`src/hw/rtl/rclfp_pkg.sv`:
```
// rclfp_pkg: shared types and constants for the rc link frame parser.
// Used by rclfp_store, rclfp_unpack and rc_link_frame_parser. No dependencies.
package rclfp_pkg;

  // Field widths
  localparam int unsigned BYTE_W    = 8;
  localparam int unsigned LEN_W     = 6;
  localparam int unsigned CH_W      = 11;
  localparam int unsigned CH_IDX_W  = 4;
  localparam int unsigned CNT32_W   = 32;
  localparam int unsigned CFG_IDX_W = 2;
  // Byte counter covers a full store of up to 64 bytes
  localparam int unsigned BCNT_W    = 7;
  // Bit accumulator: up to 10 leftover bits plus one fresh byte
  localparam int unsigned ACC_W     = 18;
  localparam int unsigned ACC_CNT_W = 5;

  // First store byte that carries channel bits
  localparam int unsigned FIRST_CH_BYTE = 3;

  // Configuration reset values
  localparam logic [BYTE_W-1:0] SYNC_RESET   = 8'hC8;
  localparam logic [LEN_W-1:0]  CHFL_RESET   = 6'd24;
  localparam logic [LEN_W-1:0]  MAXLEN_RESET = 6'd48;

  // Configuration register indexes
  localparam logic [CFG_IDX_W-1:0] CFG_SYNC   = 2'd0;
  localparam logic [CFG_IDX_W-1:0] CFG_CHFL   = 2'd1;
  localparam logic [CFG_IDX_W-1:0] CFG_MAXLEN = 2'd2;

  // Input op codes
  localparam logic OP_BYTE = 1'b0;
  localparam logic OP_TICK = 1'b1;

  // Result kinds
  localparam logic KIND_CHANNEL = 1'b0;
  localparam logic KIND_TICK    = 1'b1;

  // One decoded channel handed from the unpacker to the output register
  typedef struct packed {
    logic                valid;
    logic [CH_IDX_W-1:0] index;
    logic [CH_W-1:0]     value;
    logic                last;
  } ch_emit_t;

endpackage

```
`src/hw/rtl/rc_link_frame_parser.sv`:
```
// rc_link_frame_parser: serial byte frame parser with channel unpacking.
// A tick result is registered in the output register when its transfer is taken.
// A channel frame is read back from the store byte by byte, each byte fetched and then merged,
// and each channel is handed out in turn as the output slot frees, while input is held off.
// A store overflow starts a clearing sweep that zeroes every store address, with input held off.
// Reset (async, active low) returns to hunting and clears counters; store contents are undefined.
module rc_link_frame_parser #(
  parameter int unsigned BUF_DEPTH    = 64,
  parameter int unsigned NUM_CHANNELS = 13
) (
  input  logic                            clk_i,
  input  logic                            rst_ni,
  // configuration
  input  logic                            cfg_we_i,
  input  logic [rclfp_pkg::CFG_IDX_W-1:0] cfg_index_i,
  input  logic [rclfp_pkg::BYTE_W-1:0]    cfg_wdata_i,
  // input items
  input  logic                            in_valid_i,
  output logic                            in_ready_o,
  input  logic                            in_op_i,
  input  logic [rclfp_pkg::BYTE_W-1:0]    in_data_byte_i,
  // result items
  output logic                            out_valid_o,
  input  logic                            out_ready_i,
  output logic                            out_kind_o,
  output logic [rclfp_pkg::CH_IDX_W-1:0]  out_channel_index_o,
  output logic [rclfp_pkg::CH_W-1:0]      out_channel_value_o,
  output logic                            out_last_o,
  output logic                            out_link_active_o,
  output logic [rclfp_pkg::CNT32_W-1:0]   out_resync_errors_o
);
  import rclfp_pkg::*;

  localparam int unsigned AW = $clog2(BUF_DEPTH);

  typedef enum logic [1:0] {
    PH_HUNT,
    PH_LEN,
    PH_COLLECT
  } phase_e;

  // Configuration registers
  logic [BYTE_W-1:0] sync_q;
  logic [LEN_W-1:0]  chfl_q;
  logic [LEN_W-1:0]  maxlen_q;

  // Parser state
  phase_e             phase_q, phase_d;
  logic [BCNT_W-1:0]  bcnt_q, bcnt_d;
  logic [LEN_W-1:0]   len_q, len_d;
  logic [CNT32_W-1:0] fsince_q, fsince_d;
  logic               active_q, active_d;
  logic [CNT32_W-1:0] ovf_q, ovf_d;
  logic               sweep_q;
  logic [AW-1:0]      sweep_addr_q;
  logic               sweep_start;

  // Store and unpacker wiring
  logic              wr_en;
  logic [AW-1:0]     wr_addr;
  logic [BYTE_W-1:0] wr_data;
  logic              rd_en;
  logic [AW-1:0]     rd_addr;
  logic [BYTE_W-1:0] rd_data;
  logic              unpack_start;
  logic              unpack_busy;
  ch_emit_t          emit;

  // Output register
  logic                out_valid_q;
  logic                out_kind_q;
  logic [CH_IDX_W-1:0] out_index_q;
  logic [CH_W-1:0]     out_value_q;
  logic                out_last_q;
  logic                out_active_q;
  logic [CNT32_W-1:0]  out_ovf_q;

  logic slot_free;
  logic in_xfer;
  logic byte_xfer;
  logic tick_xfer;
  logic [BCNT_W-1:0] bcnt_inc;

  assign slot_free  = !out_valid_q || out_ready_i;
  assign in_ready_o = !sweep_q && !unpack_busy && ((in_op_i == OP_BYTE) || slot_free);
  assign in_xfer    = in_valid_i && in_ready_o;
  assign byte_xfer  = in_xfer && (in_op_i == OP_BYTE);
  assign tick_xfer  = in_xfer && (in_op_i == OP_TICK);
  assign bcnt_inc   = bcnt_q + BCNT_W'(1);

  // Configuration writes
  always_ff @(posedge clk_i or negedge rst_ni) begin
    if (!rst_ni) begin
      sync_q   <= SYNC_RESET;
      chfl_q   <= CHFL_RESET;
      maxlen_q <= MAXLEN_RESET;
    end else if (cfg_we_i) begin
      case (cfg_index_i)
        CFG_SYNC:   sync_q   <= cfg_wdata_i;
        CFG_CHFL:   chfl_q   <= cfg_wdata_i[LEN_W-1:0];
        CFG_MAXLEN: maxlen_q <= cfg_wdata_i[LEN_W-1:0];
        default: ;
      endcase
    end
  end

  // Frame parsing: next state and store write
  always_comb begin
    phase_e ph;
    ph           = phase_q;
    phase_d      = phase_q;
    bcnt_d       = bcnt_q;
    len_d        = len_q;
    fsince_d     = fsince_q;
    active_d     = active_q;
    ovf_d        = ovf_q;
    sweep_start  = 1'b0;
    unpack_start = 1'b0;
    wr_en        = 1'b0;
    wr_addr      = sweep_addr_q;
    wr_data      = in_data_byte_i;
    if (sweep_q) begin
      wr_en   = 1'b1;
      wr_data = '0;
    end else if (tick_xfer) begin
      if (fsince_q == '0) begin
        active_d = 1'b0;
      end else begin
        fsince_d = '0;
      end
    end else if (byte_xfer) begin
      // full store while collecting: count, clear, rehandle byte as hunting
      if ((phase_q == PH_COLLECT) && (bcnt_q >= BCNT_W'(BUF_DEPTH))) begin
        ovf_d       = ovf_q + CNT32_W'(1);
        sweep_start = 1'b1;
        ph          = PH_HUNT;
      end
      case (ph)
        PH_HUNT: begin
          if (in_data_byte_i == sync_q) begin
            wr_en   = !sweep_start;
            wr_addr = AW'(0);
            bcnt_d  = BCNT_W'(1);
            phase_d = PH_LEN;
          end else begin
            bcnt_d  = '0;
            phase_d = PH_HUNT;
          end
        end
        PH_LEN: begin
          if (in_data_byte_i > {{(BYTE_W-LEN_W){1'b0}}, maxlen_q}) begin
            bcnt_d  = '0;
            phase_d = PH_HUNT;
          end else begin
            len_d   = in_data_byte_i[LEN_W-1:0];
            wr_en   = 1'b1;
            wr_addr = AW'(1);
            bcnt_d  = BCNT_W'(2);
            phase_d = PH_COLLECT;
          end
        end
        PH_COLLECT: begin
          wr_en   = 1'b1;
          wr_addr = bcnt_q[AW-1:0];
          if (bcnt_inc >= (BCNT_W'(len_q) + BCNT_W'(1))) begin
            bcnt_d  = '0;
            phase_d = PH_HUNT;
            if (len_q == chfl_q) begin
              fsince_d     = fsince_q + CNT32_W'(1);
              active_d     = 1'b1;
              unpack_start = 1'b1;
            end
          end else begin
            bcnt_d  = bcnt_inc;
            phase_d = PH_COLLECT;
          end
        end
        default: begin
          bcnt_d  = '0;
          phase_d = PH_HUNT;
        end
      endcase
    end
  end

  // Parser state and clearing sweep
  always_ff @(posedge clk_i or negedge rst_ni) begin
    if (!rst_ni) begin
      phase_q      <= PH_HUNT;
      bcnt_q       <= '0;
      len_q        <= '0;
      fsince_q     <= '0;
      active_q     <= 1'b0;
      ovf_q        <= '0;
      sweep_q      <= 1'b0;
      sweep_addr_q <= '0;
    end else begin
      phase_q  <= phase_d;
      bcnt_q   <= bcnt_d;
      len_q    <= len_d;
      fsince_q <= fsince_d;
      active_q <= active_d;
      ovf_q    <= ovf_d;
      if (sweep_start) begin
        sweep_q      <= 1'b1;
        sweep_addr_q <= '0;
      end else if (sweep_q) begin
        sweep_addr_q <= sweep_addr_q + AW'(1);
        if (sweep_addr_q == AW'(BUF_DEPTH - 1)) begin
          sweep_q <= 1'b0;
        end
      end
    end
  end

  rclfp_store #(
    .DEPTH (BUF_DEPTH),
    .AW    (AW)
  ) u_store (
    .clk_i     (clk_i),
    .wr_en_i   (wr_en),
    .wr_addr_i (wr_addr),
    .wr_data_i (wr_data),
    .rd_en_i   (rd_en),
    .rd_addr_i (rd_addr),
    .rd_data_o (rd_data)
  );

  rclfp_unpack #(
    .NUM_CHANNELS (NUM_CHANNELS),
    .AW           (AW)
  ) u_unpack (
    .clk_i       (clk_i),
    .rst_ni      (rst_ni),
    .start_i     (unpack_start),
    .slot_free_i (slot_free),
    .busy_o      (unpack_busy),
    .rd_en_o     (rd_en),
    .rd_addr_o   (rd_addr),
    .rd_data_i   (rd_data),
    .emit_o      (emit)
  );

  // Output register: tick status or one decoded channel
  always_ff @(posedge clk_i or negedge rst_ni) begin
    if (!rst_ni) begin
      out_valid_q <= 1'b0;
    end else if (tick_xfer || emit.valid) begin
      out_valid_q <= 1'b1;
    end else if (out_ready_i) begin
      out_valid_q <= 1'b0;
    end
  end

  always_ff @(posedge clk_i) begin
    if (tick_xfer) begin
      out_kind_q   <= KIND_TICK;
      out_index_q  <= '0;
      out_value_q  <= '0;
      out_last_q   <= 1'b1;
      out_active_q <= active_d;
      out_ovf_q    <= ovf_q;
    end else if (emit.valid) begin
      out_kind_q   <= KIND_CHANNEL;
      out_index_q  <= emit.index;
      out_value_q  <= emit.value;
      out_last_q   <= emit.last;
      out_active_q <= active_q;
      out_ovf_q    <= ovf_q;
    end
  end

  assign out_valid_o         = out_valid_q;
  assign out_kind_o          = out_kind_q;
  assign out_channel_index_o = out_index_q;
  assign out_channel_value_o = out_value_q;
  assign out_last_o          = out_last_q;
  assign out_link_active_o   = out_active_q;
  assign out_resync_errors_o = out_ovf_q;

  // The store never reads back while it is being written by the parser
  a_no_xfer_in_run: assert property (@(posedge clk_i) disable iff (!rst_ni)
    unpack_busy |-> !(byte_xfer && wr_en))
    else $error("parser: store write during channel readback");

  // A channel result flagged last carries the final channel index
  a_last_index: assert property (@(posedge clk_i) disable iff (!rst_ni)
    (out_valid_o && (out_kind_o == KIND_CHANNEL) && out_last_o)
      |-> (out_channel_index_o == CH_IDX_W'(NUM_CHANNELS - 1)))
    else $error("parser: last flag on wrong channel");

  // Every clearing sweep comes with one more overflow count
  a_sweep_count: assert property (@(posedge clk_i) disable iff (!rst_ni)
    $rose(sweep_q) |-> (ovf_q == $past(ovf_q) + CNT32_W'(1)))
    else $error("parser: clearing sweep without overflow count");

  // The byte count never runs past the store
  a_bcnt_range: assert property (@(posedge clk_i) disable iff (!rst_ni)
    bcnt_q <= BCNT_W'(BUF_DEPTH))
    else $error("parser: byte count beyond store depth");

endmodule

```
`src/hw/rtl/rclfp_store.sv`:
```
// rclfp_store: frame byte memory, one write port and one read port.
// Read data is registered. Depends on rclfp_pkg.
module rclfp_store #(
  parameter int unsigned DEPTH = 64,
  parameter int unsigned AW    = 6
) (
  input  logic                         clk_i,
  input  logic                         wr_en_i,
  input  logic [AW-1:0]                wr_addr_i,
  input  logic [rclfp_pkg::BYTE_W-1:0] wr_data_i,
  input  logic                         rd_en_i,
  input  logic [AW-1:0]                rd_addr_i,
  output logic [rclfp_pkg::BYTE_W-1:0] rd_data_o
);
  import rclfp_pkg::*;

  logic [BYTE_W-1:0] mem [DEPTH];
  logic [BYTE_W-1:0] rd_data_q;

  // Write port
  always_ff @(posedge clk_i) begin
    if (wr_en_i) begin
      mem[wr_addr_i] <= wr_data_i;
    end
  end

  // Registered read port
  always_ff @(posedge clk_i) begin
    if (rd_en_i) begin
      rd_data_q <= mem[rd_addr_i];
    end
  end

  assign rd_data_o = rd_data_q;

endmodule

```
`src/hw/rtl/rclfp_unpack.sv`:
```
// rclfp_unpack: reads a finished channel frame from the store byte by byte
// and slices it into 11-bit channels, LSB first. Depends on rclfp_pkg.
module rclfp_unpack #(
  parameter int unsigned NUM_CHANNELS = 13,
  parameter int unsigned AW           = 6
) (
  input  logic                         clk_i,
  input  logic                         rst_ni,
  input  logic                         start_i,
  input  logic                         slot_free_i,
  output logic                         busy_o,
  output logic                         rd_en_o,
  output logic [AW-1:0]                rd_addr_o,
  input  logic [rclfp_pkg::BYTE_W-1:0] rd_data_i,
  output rclfp_pkg::ch_emit_t          emit_o
);
  import rclfp_pkg::*;

  localparam int unsigned CHAN_W = $clog2(NUM_CHANNELS + 1);

  logic                 busy_q, busy_d;
  logic                 pend_q, pend_d;
  logic [ACC_W-1:0]     acc_q, acc_d;
  logic [ACC_CNT_W-1:0] cnt_q, cnt_d;
  logic [AW-1:0]        addr_q, addr_d;
  logic [CHAN_W-1:0]    chan_q, chan_d;

  // Step: merge a fetched byte, fetch the next byte, or hand out a channel
  always_comb begin
    busy_d    = busy_q;
    pend_d    = pend_q;
    acc_d     = acc_q;
    cnt_d     = cnt_q;
    addr_d    = addr_q;
    chan_d    = chan_q;
    rd_en_o   = 1'b0;
    rd_addr_o = addr_q;
    emit_o    = '0;
    if (start_i) begin
      busy_d = 1'b1;
      pend_d = 1'b0;
      acc_d  = '0;
      cnt_d  = '0;
      addr_d = AW'(FIRST_CH_BYTE);
      chan_d = '0;
    end else if (busy_q) begin
      if (pend_q) begin
        acc_d  = acc_q | (ACC_W'(rd_data_i) << cnt_q);
        cnt_d  = cnt_q + ACC_CNT_W'(BYTE_W);
        pend_d = 1'b0;
      end else if (cnt_q < ACC_CNT_W'(CH_W)) begin
        rd_en_o = 1'b1;
        addr_d  = addr_q + AW'(1);
        pend_d  = 1'b1;
      end else if (slot_free_i) begin
        emit_o.valid = 1'b1;
        emit_o.index = CH_IDX_W'(chan_q);
        emit_o.value = acc_q[CH_W-1:0];
        emit_o.last  = (chan_q == CHAN_W'(NUM_CHANNELS - 1));
        acc_d        = acc_q >> CH_W;
        cnt_d        = cnt_q - ACC_CNT_W'(CH_W);
        chan_d       = chan_q + CHAN_W'(1);
        if (emit_o.last) begin
          busy_d = 1'b0;
        end
      end
    end
  end

  always_ff @(posedge clk_i or negedge rst_ni) begin
    if (!rst_ni) begin
      busy_q <= 1'b0;
      pend_q <= 1'b0;
      cnt_q  <= '0;
      chan_q <= '0;
    end else begin
      busy_q <= busy_d;
      pend_q <= pend_d;
      cnt_q  <= cnt_d;
      chan_q <= chan_d;
    end
  end

  always_ff @(posedge clk_i) begin
    acc_q  <= acc_d;
    addr_q <= addr_d;
  end

  assign busy_o = busy_q;

  // A fetch is only issued when fewer than a channel's bits are held
  a_pend_cnt: assert property (@(posedge clk_i) disable iff (!rst_ni)
    pend_q |-> (cnt_q < ACC_CNT_W'(CH_W)))
    else $error("unpack: fetch outstanding with a full channel held");

  // The run ends on the channel flagged last
  a_end_last: assert property (@(posedge clk_i) disable iff (!rst_ni)
    $fell(busy_q) |-> $past(emit_o.valid && emit_o.last))
    else $error("unpack: run ended without last channel");

endmodule

```
`config.mk`:
```
export PLATFORM = sky130hd
export DESIGN_NAME = rc_link_frame_parser
export DESIGN_NICKNAME = d
export VERILOG_FILES = /design/src/hw/rtl/rclfp_pkg.sv /design/src/hw/rtl/rc_link_frame_parser.sv /design/src/hw/rtl/rclfp_store.sv /design/src/hw/rtl/rclfp_unpack.sv
export SDC_FILE = /design/constraint.sdc
export NUM_CORES = 1
export LEC_CHECK = 0
export ABC_AREA = 1
export BUFFER_PORTS_ARGS = -buffer_cell sky130_fd_sc_hd__buf_4
export CAP_MARGIN = 15
export CORE_MARGIN = 2
export CORE_UTILIZATION = 40
export CTS_CLUSTER_DIAMETER = 200
export DETAILED_ROUTE_END_ITERATION = 10
export GPL_ROUTABILITY_DRIVEN = 0
export HOLD_SLACK_MARGIN = 0.15
export PLACE_DENSITY = 0.66
export SLEW_MARGIN = 15
export SYNTH_ARGS = -nofsm -noshare
export SYNTH_HDL_FRONTEND = slang
export SYNTH_SLANG_ARGS = --single-unit
```
`constraint.sdc`:
```
create_clock -name clk_i -period 7.2 [get_ports clk_i]
set_input_delay 1.44 -clock clk_i [delete_from_list [all_inputs] [get_ports clk_i]]
set_output_delay 1.44 -clock clk_i [all_outputs]
set_load 0.01 [all_outputs]
```
# [Word level (Yosys, flattened, before mapping)]
# Memory sizes are Yosys's and may differ from the RTL's. A register that Yosys moved wholly into a read port is not among the register bits.
# Cells that the tools add are included.
[word_totals] out_inout_bits=52 input_bits=24 memories=1 register_bits=193 ram_bits=512 wordCells=191
[mem_list] name="u_store.mem" depth=64 word_bits=8 rd=1 rd_clocked_by_memory_dff=1 write_ports=1 line_no="rclfp_store.sv:17" text="logic [BYTE_W-1:0] mem [DEPTH];"
[op_classes] shifts=1 n_mux=94 reduce_logical=38 addsub=9 n_lt_le_gt_ge=4 eq_ne=14 bitwise=6
[op_table] cell="two-way mux 32 bit" count=8
[op_table] cell="two-way mux 17 bit" count=5
[op_table] cell="adder 32 x 1 -> 32 bit, second input constant" count=2
[op_table] cell="two-way mux 18 bit" count=3
[op_table] cell="two-way mux 1 bit" count=48
[op_table] cell="two-way mux 6 bit" count=7
[op_table] cell="logical NOT 32 bit" count=1
[op_table] cell="two-way mux 5 bit" count=5
[op_table] cell="one-hot mux 7 bit (3 select lines)" count=1
[op_table] cell="two-way mux 4 bit" count=5
[op_table] cell="nonzero test 2 bit" count=10
[op_table] cell="OR 18 bit" count=1
[op_table] cell="one-hot mux 6 bit (3 select lines)" count=1
[op_table] cell="<< shifter 8 x 5 -> 18 bit" count=1
[op_table] cell="two-way mux 2 bit" count=7
[op_table] cell="adder 6 x 1 -> 6 bit, second input constant" count=2
[op_table] cell="AND reduction 3 bit" count=4
[op_table] cell="== test 8 bit" count=1
[op_table] cell="> comparator 8 x 6 -> 1 bit" count=1
[op_table] cell="two-way mux 8 bit" count=1
[op_table] cell="AND reduction 4 bit" count=2
[op_table] cell="adder 6 x 1 -> 7 bit, second input constant" count=1
[op_table] cell="adder 7 x 1 -> 7 bit, second input constant" count=1
[op_table] cell=">= comparator 7 bit" count=1
[op_table] cell="25 further kinds" count=47

# [Longest topological paths before layout]
[depth] word_depth=17 mapped_depth=18

# [By module]
# A second synthesis with hierarchy kept.
[hier_totals] cells_unflattened=3362 area_unflattened_um2=32396.1
[by_module_without_submodules] mod="rclfp_store" n_inst=1 cells_each=1822 area_per_inst_um2=21371.7
[by_module_without_submodules] mod="rc_link_frame_parser" n_inst=1 cells_each=1202 area_per_inst_um2=8838.5
[by_module_without_submodules] mod="rclfp_unpack" n_inst=1 cells_each=338 area_per_inst_um2=2185.8

# [Worst setup path after synthesis]
# OpenSTA, ideal clock, no wires.
[synth_timing] path_kind="input to register" from="input in_data_byte_i[7] in the netlist's numbering" to="memory u_store.mem[0][7], data pin" path_stages=2 setup_ns=0.501 path_buffers=0 setup_slack_ns=3.704 t_arrival_ns=2.995 path_cell_list="inv_1 nor2_1"
[synth_between] elab_chain_len=1
[synth_lines] item="from (decl)" line_no="rc_link_frame_parser.sv:21" text="input logic [rclfp_pkg::BYTE_W-1:0] in_data_byte_i,"
[synth_lines] item="two-way mux 8 bit" line_no="rc_link_frame_parser.sv:122" text="if (sweep_q) begin"
[synth_lines] item="named net u_store.wr_data_i (one bit)" line_no="rclfp_store.sv:10" text="input logic [rclfp_pkg::BYTE_W-1:0] wr_data_i,"
[synth_lines] item="to (decl)" line_no="rclfp_store.sv:17"
# The timed path passes the listed nets, and every way through them passes these cells.

# [Worst setup path in the final report]
[layout_timing] from="input in_data_byte_i[5] in the netlist's numbering" to="memory u_store.mem[18][0], enable pin"
[layout_between] elab_chain_len=8
[layout_lines] item="> comparator 8 x 6 -> 1 bit / == test 8 bit (equally long branches)" line_no="rc_link_frame_parser.sv:151, rc_link_frame_parser.sv:140"
[layout_lines] item="two-way mux 1 bit (on tied branches)" line_no="rc_link_frame_parser.sv:151, rc_link_frame_parser.sv:140"
[layout_lines] item="one-hot mux 1 bit (3 select lines)" line_no="rc_link_frame_parser.sv:138" text="case (ph)"
[layout_lines] item="two-way mux 1 bit" line_no="rc_link_frame_parser.sv:131" text="end else if (byte_xfer) begin"
[layout_lines] item="two-way mux 1 bit" line_no="rc_link_frame_parser.sv:125" text="end else if (tick_xfer) begin"
[layout_lines] item="two-way mux 1 bit" line_no="rc_link_frame_parser.sv:122"
[layout_lines] item="two-way mux 1 bit" line_no="rclfp_store.sv:22" text="if (wr_en_i) begin"
[layout_lines] item="two-way mux 1 bit (implied by the code)" line_no="rclfp_store.sv:23" text="mem[wr_addr_i] <= wr_data_i;"
# Several ways; a longest one is shown, not always the timed one.

==> results.cfg <==
[place]
port_buffers = 75
placed_area_mm2 = 0.0318
dpl.hpwl_mm = 46.2

[cts]
ctsHoldBuffers = 0
cts_tree = done
cts_setup_buffers = 0
cts_root_buf = clkbuf_16
numCtsBuffers = 75
htree_levels = 3
clock_path_buffers = 3
cts_sinks = 713
cts_resized = 0
clkTransAtPathRegs_ns = 0.06
insertion_delay_ns = 0.63

[timing]
period_minus_slack_ns = 4.15
fin_tns_setup_ns = 0
rsz0062_at_grt = no
timing.final.crit_share_pct = 57.6
setup_viol = 0
skew_ns = 0.0321
fmax_ghz = 0.241
maxSlewViolCount = 0
finalHoldViolations = 0
relSlewSlack_pct = 20.7
worst_pin_slew_ns = 1.18

[setup_path]
worst-path-max-fanout = 8
end_kind = register
worstSetupStartpointType = input port
arrival_ns = 4.39
r2r_start = sweep_q$_DFF_PN0_
cp_common_cell = nand2_1
max_stage_delay_ns = 0.85
worstPathRequired_ns = 7.45
startpoint = in_data_byte_i[5]
cp_slowest_cell = nor2_1
worst-setup-path-type = input port to register
path_cells = buf_4 > ha_1 > nand2_1 > nor2_1 > nand2_1 > nand2_1 > nand2_1 > nand2_1 > o21ai_1 > nand2_1 > nand2_1 > inv_2 > nand3_1 > nor2_1

[flow_run]
maxCapViolCount = 0

[route]
wirelength_mm = 76.1
drt_iter0_drc = 2657
drt-vias-per-instance = 5.48
wire_per_inst_um = 19.8
firstDrtPassIters = 6
drc = 0
ant_nets = 0
via_count = 21000

[yosys]
synth_edf_count = 553
synth-async-reset-ratio_pct = 16.7
yosys_most_used_dff = edfxtp_1
syn_avg_cell_area_um2 = 10.9
ys_warn_count = 0
synthCells = 2774
synth_nets = 2822
ys_ff_latch = 713
seq_area_frac_synth_pct = 67.2
ys_types = 53
syn_area_mm2 = 0.0304

[cells_and_area]
nets = 2852
fill_cells = 6887
layout_commonest_cell = edfxtp_1
drive_above_1_share_pct = 9.88
antennaDiodeCount = 0
final_cell_mix = 553 x edfxtp_1, 451 x nor2_1, 391 x nand2_1
area_delta_synth_final_pct = 13.0
fin_area_mm2 = 0.0343
multiInputGateArea_mm2 = 0.00887
final_core_utilization_pct = 45.4
seq_area_mm2 = 0.0204

[global_routing]
grt-ovfl-total = 0
grt_max_degree = 162
grt_pass1_wl_mm = 116
antenna_found_initial = 0
grt_pass1_vias = 19900
grt.total_usage_pct = 19.2

[hold_path]
worstHoldStart = out_kind_o$_SDFFE_PP1P_
hp-class = register to register

[pwr]
peakVddDrop_v = 0.000247
p_per_area_mw_per_mm2 = 376
leakagePower_nw = 12.3

[floorplanning]
die-area_mm2 = 0.0781
initial_core_util_pct = 40.2
rows = 101
io_pins = 76
die_h_um = 280
die_x_um = 280
core_mm2 = 0.0756

[run_status]
status = complete, no violations
[path summary, 6_finish.rpt]
kind                                                end  slack, ns  depth (start not counted)
max reg2reg                u_store.mem[18][0]$_DFFE_PP_       3.27                         12
min                             out_kind_o$_SDFFE_PP1P_       0.45                          2
max in group asynchronous       fsince_q[4]$_DFFE_PN0P_       5.03                          2
min reg2reg                     out_kind_o$_SDFFE_PP1P_       0.45                          2
max                        u_store.mem[18][0]$_DFFE_PP_       3.05                         14
min in group asynchronous         ovf_q[16]$_DFFE_PN0P_       0.86                          1
[layout make-up]
class | count | share of cell area (%)
flip-flops and latches | 713 | 59.5
multi-input cells | 1767 | 25.9
clock buffers | 95 | 5.90
well taps | 978 | 3.57
repair buffers | 96 | 2.10
inverters | 151 | 1.67
clock inverters | 42 | 1.36
[kinds of logic after synthesis]
kind of cell,synth area share (%)
muxes,0.0330
and+or+nand+nor,15.3
buffers and inverters,3.80
adders and majority gates,0.989
DFF,67.2
xor gates and xnor gates,1.85
AOI/OAI and AO/OA,10.8
[metrics by stage]
stage,std cells,power (mW),hold slack [ns],worst slack [ns]
after floorplan,2774,7.58,0.425,3.70
after global placement,3705,8.97,0.430,2.54
after detailed placement,3705,8.99,0.435,2.51
after CTS,3842,12.9,0.449,3.13
after global routing,3842,13.5,0.473,2.90
final,3842,12.9,0.446,3.05
[worst max-delay path, delay by kind of cell]
kind                       cells  cell delay (ns)
AOI/OAI and AO/OA              1             0.08
and+or+nand+nor               10             2.33
buffers and inverters          2             0.24
adders and majority gates      1             0.29
[state kept, by name (all words and copies together) (netlist names), 7 cells and up]
signal	count
bcnt_q	7
fsince_q	32
out_channel_value_o	11
out_resync_errors_o	32
ovf_q	32
sync_q	8
u_store.mem	512
u_store.rd_data_o	8
u_unpack.acc_q	18
[power breakdown]
part | internal (mW) | switching, mW
clock | 2.33 | 1.60
combinational | 0.962 | 2.72
sequential | 5.02 | 0.283
[cell usage after synthesis, drive strengths merged, types with 2 or more instances]
| cell type | count | area share, % |
|---|---|---|
| a21oi | 46 | 0.78 |
| a31oi | 3 | 0.062 |
| buf | 40 | 0.66 |
| clkbuf | 103 | 1.3 |
| clkinv | 3 | 0.037 |
| dfrtp | 112 | 9.2 |
| dfstp | 7 | 0.61 |
| dfxtp | 41 | 2.7 |
| edfxtp | 553 | 55 |
| ha | 24 | 0.99 |
| inv | 148 | 1.8 |
| nand2 | 394 | 4.9 |
| nand3 | 125 | 2.1 |
| nand3b | 10 | 0.25 |
| nand4 | 45 | 1.0 |
| nor2 | 468 | 5.9 |
| nor3 | 20 | 0.38 |
| nor3b | 2 | 0.049 |
| nor4 | 18 | 0.39 |
| o211ai | 15 | 0.37 |
| o21ai | 373 | 6.1 |
| o221ai | 51 | 1.5 |
| o22ai | 85 | 1.8 |
| o31ai | 2 | 0.049 |
| or2 | 12 | 0.25 |
| xnor2 | 22 | 0.63 |
| xor2 | 42 | 1.2 |
[metal layers]
layer	track usage, %	wire (µm)	up-vias
li1	-	-	9883
met1	26.1	32400	10000
met2	30.6	34800	963
met3	3.89	6470	155
met4	7.17	2330	0
met5	0	0	-
(Power assumes the default switching activity.)
